==> src/hdl/sha_pkg.sv <==
`default_nettype none
package sha_pkg;
	typedef struct packed {
		logic [7:0] data_byte;
		logic       has_byte;
		logic       last;
	} in_item_t;

	typedef struct packed {
		logic [31:0] digest_w0;
		logic [31:0] digest_w1;
		logic [31:0] digest_w2;
		logic [31:0] digest_w3;
		logic [31:0] digest_w4;
		logic [31:0] digest_w5;
		logic [31:0] digest_w6;
		logic [31:0] digest_w7;
	} out_item_t;

	// Block command handed from the front part to the compression engine.
	typedef struct packed {
		logic [511:0] block;
		logic         final_blk;
	} blk_cmd_t;

	localparam logic [255:0] H_INIT = {
		32'h6a09e667, 32'hbb67ae85, 32'h3c6ef372, 32'ha54ff53a,
		32'h510e527f, 32'h9b05688c, 32'h1f83d9ab, 32'h5be0cd19};

	localparam logic [7:0] PAD_MARK = 8'h80;
	localparam logic [6:0] LENGTH_POS = 7'd56;

	function automatic logic [31:0] round_k(input logic [5:0] i);
		logic [31:0] k [64];
		k = '{
			32'h428a2f98, 32'h71374491, 32'hb5c0fbcf, 32'he9b5dba5,
			32'h3956c25b, 32'h59f111f1, 32'h923f82a4, 32'hab1c5ed5,
			32'hd807aa98, 32'h12835b01, 32'h243185be, 32'h550c7dc3,
			32'h72be5d74, 32'h80deb1fe, 32'h9bdc06a7, 32'hc19bf174,
			32'he49b69c1, 32'hefbe4786, 32'h0fc19dc6, 32'h240ca1cc,
			32'h2de92c6f, 32'h4a7484aa, 32'h5cb0a9dc, 32'h76f988da,
			32'h983e5152, 32'ha831c66d, 32'hb00327c8, 32'hbf597fc7,
			32'hc6e00bf3, 32'hd5a79147, 32'h06ca6351, 32'h14292967,
			32'h27b70a85, 32'h2e1b2138, 32'h4d2c6dfc, 32'h53380d13,
			32'h650a7354, 32'h766a0abb, 32'h81c2c92e, 32'h92722c85,
			32'ha2bfe8a1, 32'ha81a664b, 32'hc24b8b70, 32'hc76c51a3,
			32'hd192e819, 32'hd6990624, 32'hf40e3585, 32'h106aa070,
			32'h19a4c116, 32'h1e376c08, 32'h2748774c, 32'h34b0bcb5,
			32'h391c0cb3, 32'h4ed8aa4a, 32'h5b9cca4f, 32'h682e6ff3,
			32'h748f82ee, 32'h78a5636f, 32'h84c87814, 32'h8cc70208,
			32'h90befffa, 32'ha4506ceb, 32'hbef9a3f7, 32'hc67178f2};
		return k[i];
	endfunction
endpackage
`default_nettype wire

==> src/hdl/sha_front.sv <==
`default_nettype none
// Packs bytes into 512-bit blocks and builds the padding blocks.
module sha_front (
	input  wire logic               clk,
	input  wire logic               arst_n,
	input  wire sha_pkg::in_item_t  in_item,
	input  wire logic               in_valid,
	output logic                    in_ready,
	output sha_pkg::blk_cmd_t       cmd,
	output logic                    cmd_valid,
	input  wire logic               cmd_ready
);
	typedef enum logic [2:0] {
		ST_BYTES = 3'b001,
		ST_PAD1  = 3'b010,
		ST_PAD2  = 3'b100
	} fr_state_t;

	fr_state_t     state_q;
	logic [511:0]  buf_q;
	logic [5:0]    fill_q;
	logic [63:0]   bits_q;
	logic          bytes_acc;
	logic [63:0]   bits_nx;
	logic [511:0]  buf_nx;
	logic [5:0]    pos;
	logic [511:0]  pad_blk;

	assign in_ready  = (state_q == ST_BYTES) && !cmd_valid;
	assign bytes_acc = in_valid && in_ready;
	assign pos       = fill_q;

	always_comb begin
		buf_nx  = buf_q;
		bits_nx = bits_q;
		if (in_item.has_byte) begin
			buf_nx[511 - 8*pos -: 8] = in_item.data_byte;
			bits_nx = bits_q + 64'd8;
		end
	end

	// Pad from fill_q onward; the final block ends in the 64-bit length.
	always_comb begin
		pad_blk = buf_q;
		for (int i = 0; i < 64; i++) begin
			if (i[6:0] == {1'b0, fill_q}) pad_blk[511 - 8*i -: 8] = sha_pkg::PAD_MARK;
			else if (i[6:0] > {1'b0, fill_q}) pad_blk[511 - 8*i -: 8] = 8'h00;
		end
		if ((state_q == ST_PAD1) && ({1'b0, fill_q} < sha_pkg::LENGTH_POS))
			pad_blk[63:0] = bits_q;
		if (state_q == ST_PAD2) begin
			pad_blk = '0;
			pad_blk[63:0] = bits_q;
		end
	end

	always_ff @(posedge clk or negedge arst_n) begin
		if (!arst_n) begin
			state_q   <= ST_BYTES;
			fill_q    <= '0;
			bits_q    <= '0;
			cmd_valid <= 1'b0;
		end else begin
			if (cmd_valid && cmd_ready) cmd_valid <= 1'b0;
			case (state_q)
				ST_BYTES: begin
					if (bytes_acc) begin
						buf_q  <= buf_nx;
						bits_q <= bits_nx;
						if (in_item.has_byte) fill_q <= fill_q + 6'd1;
						if (in_item.has_byte && fill_q == 6'd63) begin
							cmd.block     <= buf_nx;
							cmd.final_blk <= 1'b0;
							cmd_valid     <= 1'b1;
						end
						if (in_item.last) state_q <= ST_PAD1;
					end
				end
				ST_PAD1: begin
					if (!cmd_valid) begin
						cmd.block <= pad_blk;
						cmd_valid <= 1'b1;
						if ({1'b0, fill_q} < sha_pkg::LENGTH_POS) begin
							cmd.final_blk <= 1'b1;
							state_q <= ST_BYTES;
							fill_q  <= '0;
							bits_q  <= '0;
						end else begin
							cmd.final_blk <= 1'b0;
							state_q <= ST_PAD2;
						end
					end
				end
				ST_PAD2: begin
					if (!cmd_valid) begin
						cmd.block     <= pad_blk;
						cmd.final_blk <= 1'b1;
						cmd_valid     <= 1'b1;
						state_q       <= ST_BYTES;
						fill_q        <= '0;
						bits_q        <= '0;
					end
				end
				default: state_q <= ST_BYTES;
			endcase
		end
	end
endmodule
`default_nettype wire

==> src/hdl/sha_core.sv <==
`default_nettype none
// Iterative compression, one round per cycle, with a digest output register.
module sha_core (
	input  wire logic               clk,
	input  wire logic               arst_n,
	input  wire sha_pkg::blk_cmd_t  cmd,
	input  wire logic               cmd_valid,
	output logic                    cmd_ready,
	output sha_pkg::out_item_t      out_item,
	output logic                    out_valid,
	input  wire logic               out_ready
);
	logic [255:0]  h_q;
	logic [31:0]   v_q [8];
	logic [31:0]   w_q [16];
	logic [5:0]    rnd_q;
	logic          busy_q;
	logic          fin_q;
	logic          done_q;
	logic [31:0]   t1, t2, s0, s1, wn, e, a;
	logic [255:0]  h_sum;

	assign cmd_ready = !busy_q && !done_q && !(out_valid && !out_ready);
	assign e = v_q[4];
	assign a = v_q[0];

	always_comb begin
		t1 = v_q[7] + ({e[5:0], e[31:6]} ^ {e[10:0], e[31:11]} ^ {e[24:0], e[31:25]})
		   + ((e & v_q[5]) ^ (~e & v_q[6])) + sha_pkg::round_k(rnd_q) + w_q[0];
		t2 = ({a[1:0], a[31:2]} ^ {a[12:0], a[31:13]} ^ {a[21:0], a[31:22]})
		   + ((a & v_q[1]) ^ (a & v_q[2]) ^ (v_q[1] & v_q[2]));
		s0 = {w_q[1][6:0], w_q[1][31:7]} ^ {w_q[1][17:0], w_q[1][31:18]} ^ (w_q[1] >> 3);
		s1 = {w_q[14][16:0], w_q[14][31:17]} ^ {w_q[14][18:0], w_q[14][31:19]}
		   ^ (w_q[14] >> 10);
		wn = w_q[0] + s0 + w_q[9] + s1;
		for (int i = 0; i < 8; i++)
			h_sum[255 - 32*i -: 32] = h_q[255 - 32*i -: 32] + v_q[i];
	end

	always_ff @(posedge clk or negedge arst_n) begin
		if (!arst_n) begin
			h_q       <= sha_pkg::H_INIT;
			busy_q    <= 1'b0;
			done_q    <= 1'b0;
			out_valid <= 1'b0;
			rnd_q     <= '0;
			fin_q     <= 1'b0;
		end else begin
			if (out_valid && out_ready) out_valid <= 1'b0;
			if (cmd_valid && cmd_ready) begin
				busy_q <= 1'b1;
				fin_q  <= cmd.final_blk;
				rnd_q  <= '0;
				for (int i = 0; i < 16; i++) w_q[i] <= cmd.block[511 - 32*i -: 32];
				for (int i = 0; i < 8; i++) v_q[i] <= h_q[255 - 32*i -: 32];
			end else if (busy_q) begin
				for (int i = 0; i < 15; i++) w_q[i] <= w_q[i+1];
				w_q[15] <= wn;
				v_q[7] <= v_q[6]; v_q[6] <= v_q[5]; v_q[5] <= e;
				v_q[4] <= v_q[3] + t1; v_q[3] <= v_q[2]; v_q[2] <= v_q[1];
				v_q[1] <= a; v_q[0] <= t1 + t2;
				rnd_q <= rnd_q + 6'd1;
				if (rnd_q == 6'd63) begin
					busy_q <= 1'b0;
					done_q <= 1'b1;
				end
			end else if (done_q) begin
				done_q <= 1'b0;
				if (fin_q) begin
					out_item  <= h_sum;
					out_valid <= 1'b1;
					h_q       <= sha_pkg::H_INIT;
				end else begin
					h_q <= h_sum;
				end
			end
		end
	end
endmodule
`default_nettype wire

==> src/hdl/sha256_stream_hash_unit.sv <==
`default_nettype none
// SHA-256 engine for a byte stream.
// The input channel (in_item, in_valid, in_ready) takes at most one item per
// cycle: an optional message byte and a flag marking the end of the message.
// An item with last set yields exactly one result item on the output channel
// (out_item, out_valid, out_ready): the 256-bit digest as eight words.
// The front part collects bytes into a 512-bit block and builds the padding;
// a one-entry block register lets it keep taking bytes while the back part
// runs the compression. The back part runs one round a cycle. Input stalls
// after each full block, until the back part takes it, and from a last item
// until its padding blocks are handed on.
// Reset loads the initial hash values and clears all counters and valid flags.
// A stalled receiver holds the digest in the output register; the engine
// stops before taking the next block, and input backs up behind it.
module sha256_stream_hash_unit (
	input  wire logic               clk,
	input  wire logic               arst_n,
	input  wire sha_pkg::in_item_t  in_item,
	input  wire logic               in_valid,
	output logic                    in_ready,
	output sha_pkg::out_item_t      out_item,
	output logic                    out_valid,
	input  wire logic               out_ready
);
	sha_pkg::blk_cmd_t cmd;
	logic              cmd_valid;
	logic              cmd_ready;

	sha_front u_front (
		.clk, .arst_n, .in_item, .in_valid, .in_ready,
		.cmd, .cmd_valid, .cmd_ready
	);

	sha_core u_core (
		.clk, .arst_n, .cmd, .cmd_valid, .cmd_ready,
		.out_item, .out_valid, .out_ready
	);
endmodule
`default_nettype wire

==> config.mk <==
export PLATFORM = sky130hd
export DESIGN_NAME = sha256_stream_hash_unit
export DESIGN_NICKNAME = d
export VERILOG_FILES = /design/src/hdl/sha_pkg.sv /design/src/hdl/sha_front.sv /design/src/hdl/sha_core.sv /design/src/hdl/sha256_stream_hash_unit.sv
export SDC_FILE = /design/constraint.sdc
export NUM_CORES = 2
export LEC_CHECK = 0
export BUFFER_PORTS_ARGS = -buffer_cell sky130_fd_sc_hd__buf_2
export CELL_PAD_IN_SITES_DETAIL_PLACEMENT = 1
export CELL_PAD_IN_SITES_GLOBAL_PLACEMENT = 1
export CORE_MARGIN = 5
export CORE_UTILIZATION = 45
export CTS_BUF_LIST = sky130_fd_sc_hd__clkbuf_16
export DETAILED_ROUTE_END_ITERATION = 6
export PLACE_DENSITY = 0.76
export SLEW_MARGIN = 20
export SYNTH_ARGS = -nofsm -noshare
export SYNTH_HDL_FRONTEND = slang
export SYNTH_SLANG_ARGS = --single-unit
==> constraint.sdc <==
create_clock -name clk -period 27.5 [get_ports clk]
set_input_delay 2.75 -clock clk [delete_from_list [all_inputs] [get_ports clk]]
set_output_delay 2.75 -clock clk [all_outputs]
set_load 0.05 [all_outputs]
==> load_flow_metrics.sql <==
INSERT INTO impl_metrics (metric_group, metric, value, unit) VALUES
('synthesis', 'ys.warnings.count', '0', ''),
('timing', 'timing.fmax', '99.5', 'MHz'),
('timing', 'final_period_minus_worst_setup_slack', '10050', 'ps'),
('route', 'met1_length', '190000', 'um'),
('synthesis', 'ys_types', '100', ''),
('synthesis', 'syn_area_per_cell', '11.0', 'um^2'),
('clock_tree', 'clock_path_buffers', '4', ''),
('route', 'detail_route.iter0.violations', '10500', ''),
('setup_path', 'timing.critical_path.required', '28090', 'ps'),
('placed_design', 'gp_congestion', '0.947', ''),
('floorplan', 'ios', '272', ''),
('final_layout', 'area.sequential', '0.0701', 'mm^2'),
('timing', 'fin_hold_ws', '482', 'ps'),
('timing', 'timing.final.crit_share', '36.5', '%'),
('timing', 'clock-skew-final', '79.4', 'ps'),
('route', 'route.top_layer_used', 'met5', ''),
('synthesis', 'commonest_register_cell_after_synthesis', 'sky130_fd_sc_hd__edfxtp_1', ''),
('setup_path', 'worstReg2RegStart', 'u_core.rnd_q[0]', ''),
('clock_tree', 'cts_tree', 'done', ''),
('route', 'met2_routed_wirelength', '222000', 'um'),
('clock_tree', 'cts_hold_buf', '0', ''),
('flow_run', 'timing.max_cap.violations', '0', ''),
('clock_tree', 'postCtsSetupBuffers', '0', ''),
('route', 'wl', '478000', 'um'),
('setup_path', 'cp_max_fo', '18', ''),
('synthesis', 'main_combinational_cell_family_by_area_after_synthesis', 'compound AO/OA/AOI/OAI gates', ''),
('final_layout', 'multi_input_area', '0.0529', 'mm^2'),
('final_layout', 'final_cell_count_no_fill', '15600', ''),
('clock_tree', 'cts.sink_count', '2386', ''),
('timing', 'setup_viol_count_final', '0', ''),
('final_layout', 'fill_cells', '29600', ''),
('global_route', 'global_route.usage.total', '31.6', '%'),
('synthesis', 'number_of_synthesized_flops_with_an_enable_pin', '2049', ''),
('placed_design', 'place.detailed.instances', '15100', ''),
('synthesis', 'post_synth_mux_area_share', '3.55', '%'),
('global_route', 'grt-ovfl-total', '0', ''),
('setup_path', 'critical_path.endpoint', 'u_core.v_q[0][29]', ''),
('final_layout', 'areaGrowthSynthToFinish', '11.2', '%'),
('setup_path', 'crit_path_max_incr_delay', '540', 'ps'),
('synthesis', 'ys_ff_latch', '2386', ''),
('floorplan', 'std_cell_rows', '194', ''),
('clock_tree', 'tritoncts.num_buffers', '271', ''),
('timing', 'transition_time_at_the_pin_with_the_least_slew_margin', '1240', 'ps'),
('floorplan', 'fp.dieH', '540', 'um'),
('setup_path', 'regToRegSetupSlack', '17450', 'ps'),
('setup_path', 'crit_arrival', '10650', 'ps'),
('synthesis', 'synth-compound-area-share', '13.6', '%'),
('setup_path', 'critical_path.most_common_cell', 'sky130_fd_sc_hd__o21ai_0', ''),
('final_layout', 'layout.nets', '12200', ''),
('synthesis', 'yosys-top-cells-count', 'sky130_fd_sc_hd__nand2_1 (2,728), sky130_fd_sc_hd__edfxtp_1 (2,049), sky130_fd_sc_hd__nor2_1 (615)', ''),
('synthesis', 'synth_async_sr_flop_share', '14.1', '%'),
('synthesis', 'synth_sequential_area_ratio', '55.4', '%'),
('synthesis', 'netlist_area_pre_place', '0.127', 'mm^2'),
('route', 'post_drt_wl_per_cell', '30.6', 'um'),
('route', 'via_count', '97000', ''),
('setup_path', 'r2r_cells', '38', ''),
('synthesis', 'postSynthCellCount', '11500', ''),
('timing', 'setup_total_negative_slack', '0', 'ps'),
('route', 'vias_per_cell', '6.22', ''),
('final_layout', 'layout-drive-gt1-share', '11.9', '%'),
('timing', 'hold_violations_final', '0', ''),
('placed_design', 'port_buffers', '271', ''),
('setup_path', 'regToRegEndpoint', 'u_core.v_q[0][29]', ''),
('synthesis', 'postSynthNetCount', '12100', ''),
('route', 'routed-wl-met3', '37100', 'um'),
('global_route', 'grt_antenna_before_repair', '26', ''),
('floorplan', 'fp.dieArea', '0.292', 'mm^2'),
('setup_path', 'critPathSlowestCell', 'sky130_fd_sc_hd__fa_1', ''),
('status', 'status', 'finished clean', ''),
('clock_tree', 'postCtsResizedCells', '0', ''),
('synthesis', 'library_cell_occupying_the_most_area_in_the_post_synthesis_netlist', 'sky130_fd_sc_hd__edfxtp_1', '');
[critical path, delay by kind of cell (launching register included)]
kind	cells	cell delay, ps
buffers and inverters	7	1140
AND/OR/NAND/NOR	4	930
XOR/XNOR	2	460
flip-flops	1	320
adder cells (fa/ha/maj)	8	3530
AO/OA/AOI/OAI	17	3310
[state kept, by name, summed over array words and instances (netlist names)]
register / cells
u_core.w_q: 512
u_core.rnd_q: 6
u_front.state_q: 3
u_core.h_q: 256
u_core.v_q: 256
u_core.busy_q: 1
u_core.done_q: 1
u_core.fin_q: 1
u_core.out_item: 256
u_front.buf_q: 512
u_front.bits_q: 61
u_core.out_valid: 1
u_front.cmd: 513
u_front.cmd_valid: 1
u_front.fill_q: 6
[worst min path at each step]
stage	from	to	slack, ps	cells past startpoint
floorplan	u_front.cmd[0]	u_core.fin_q	430	2
global placement	u_core.h_q[175]	u_core.h_q[175]	450	2
detailed placement	u_core.h_q[175]	u_core.h_q[175]	470	2
CTS	u_core.h_q[175]	u_core.h_q[175]	480	2
global route	u_core.h_q[175]	u_core.h_q[175]	500	2
finish	u_core.h_q[175]	u_core.h_q[175]	480	2
[final cells by class]
type	count	area share [%]
sequential	2386	49.8
multi-input combinational	8121	37.6
clock buffer	273	4.85
tap	3724	3.31
clock inverter	220	1.30
timing repair buffer	452	2.04
antenna	13	0.0231
inverter	398	1.06
[kinds of logic (layout without fill, tap and decap cells)]
kind of cell / after synthesis / in the layout
and+or+nand+nor: 3992 / 3992
AOI/OAI and AO/OA: 2494 / 2494
DFF: 2386 / 2386
buffers and inverters: 974 / 1343
xor gates and xnor gates: 623 / 623
adders and majority gates: 613 / 613
muxes: 399 / 399
other: 0 / 13
[per-layer routing]
metal,track usage (%),vias up
li1,-,41600
met1,41.0,49800
met2,51.2,4457
met3,5.44,1136
met4,16.0,14
met5,0,-
[through the flow]
step / util, % / worst slack [ps]
4_1_cts: 50.3 / 17560
3_3_place_gp: 47.2 / 17690
5_1_grt: 50.3 / 16900
6_report: 50.3 / 17450
3_5_place_dp: 47.2 / 17660
2_1_floorplan: - / 5770
[layout by cell type, fill, tap and decap left out, drive strengths merged, types with 49 or more instances in the layout]
cell	netlist	routed
nand2	2730	2730
edfxtp	2049	2049
nor2	615	615
o21ai	574	574
a22o	510	510
inv	397	481
xnor2	456	456
buf	43	452
a21oi	448	448
ha	397	397
mux2	368	368
clkbuf	533	273
dfrtp	200	200
fa	195	195
a21o	179	179
xor2	167	167
nand3	151	151
dfstp	137	137
o22a	121	121
nor3	118	118
clkinv	1	106
a211oi	83	83
o21a	78	78
o31ai	77	77
and3	65	65
a22oi	56	56
nand2b	55	55
nor2b	51	51
a31oi	49	49
Power is left out: the tool's default activity adds up to more than one toggle a clock period on the data nets, which glitch-free logic cannot reach.
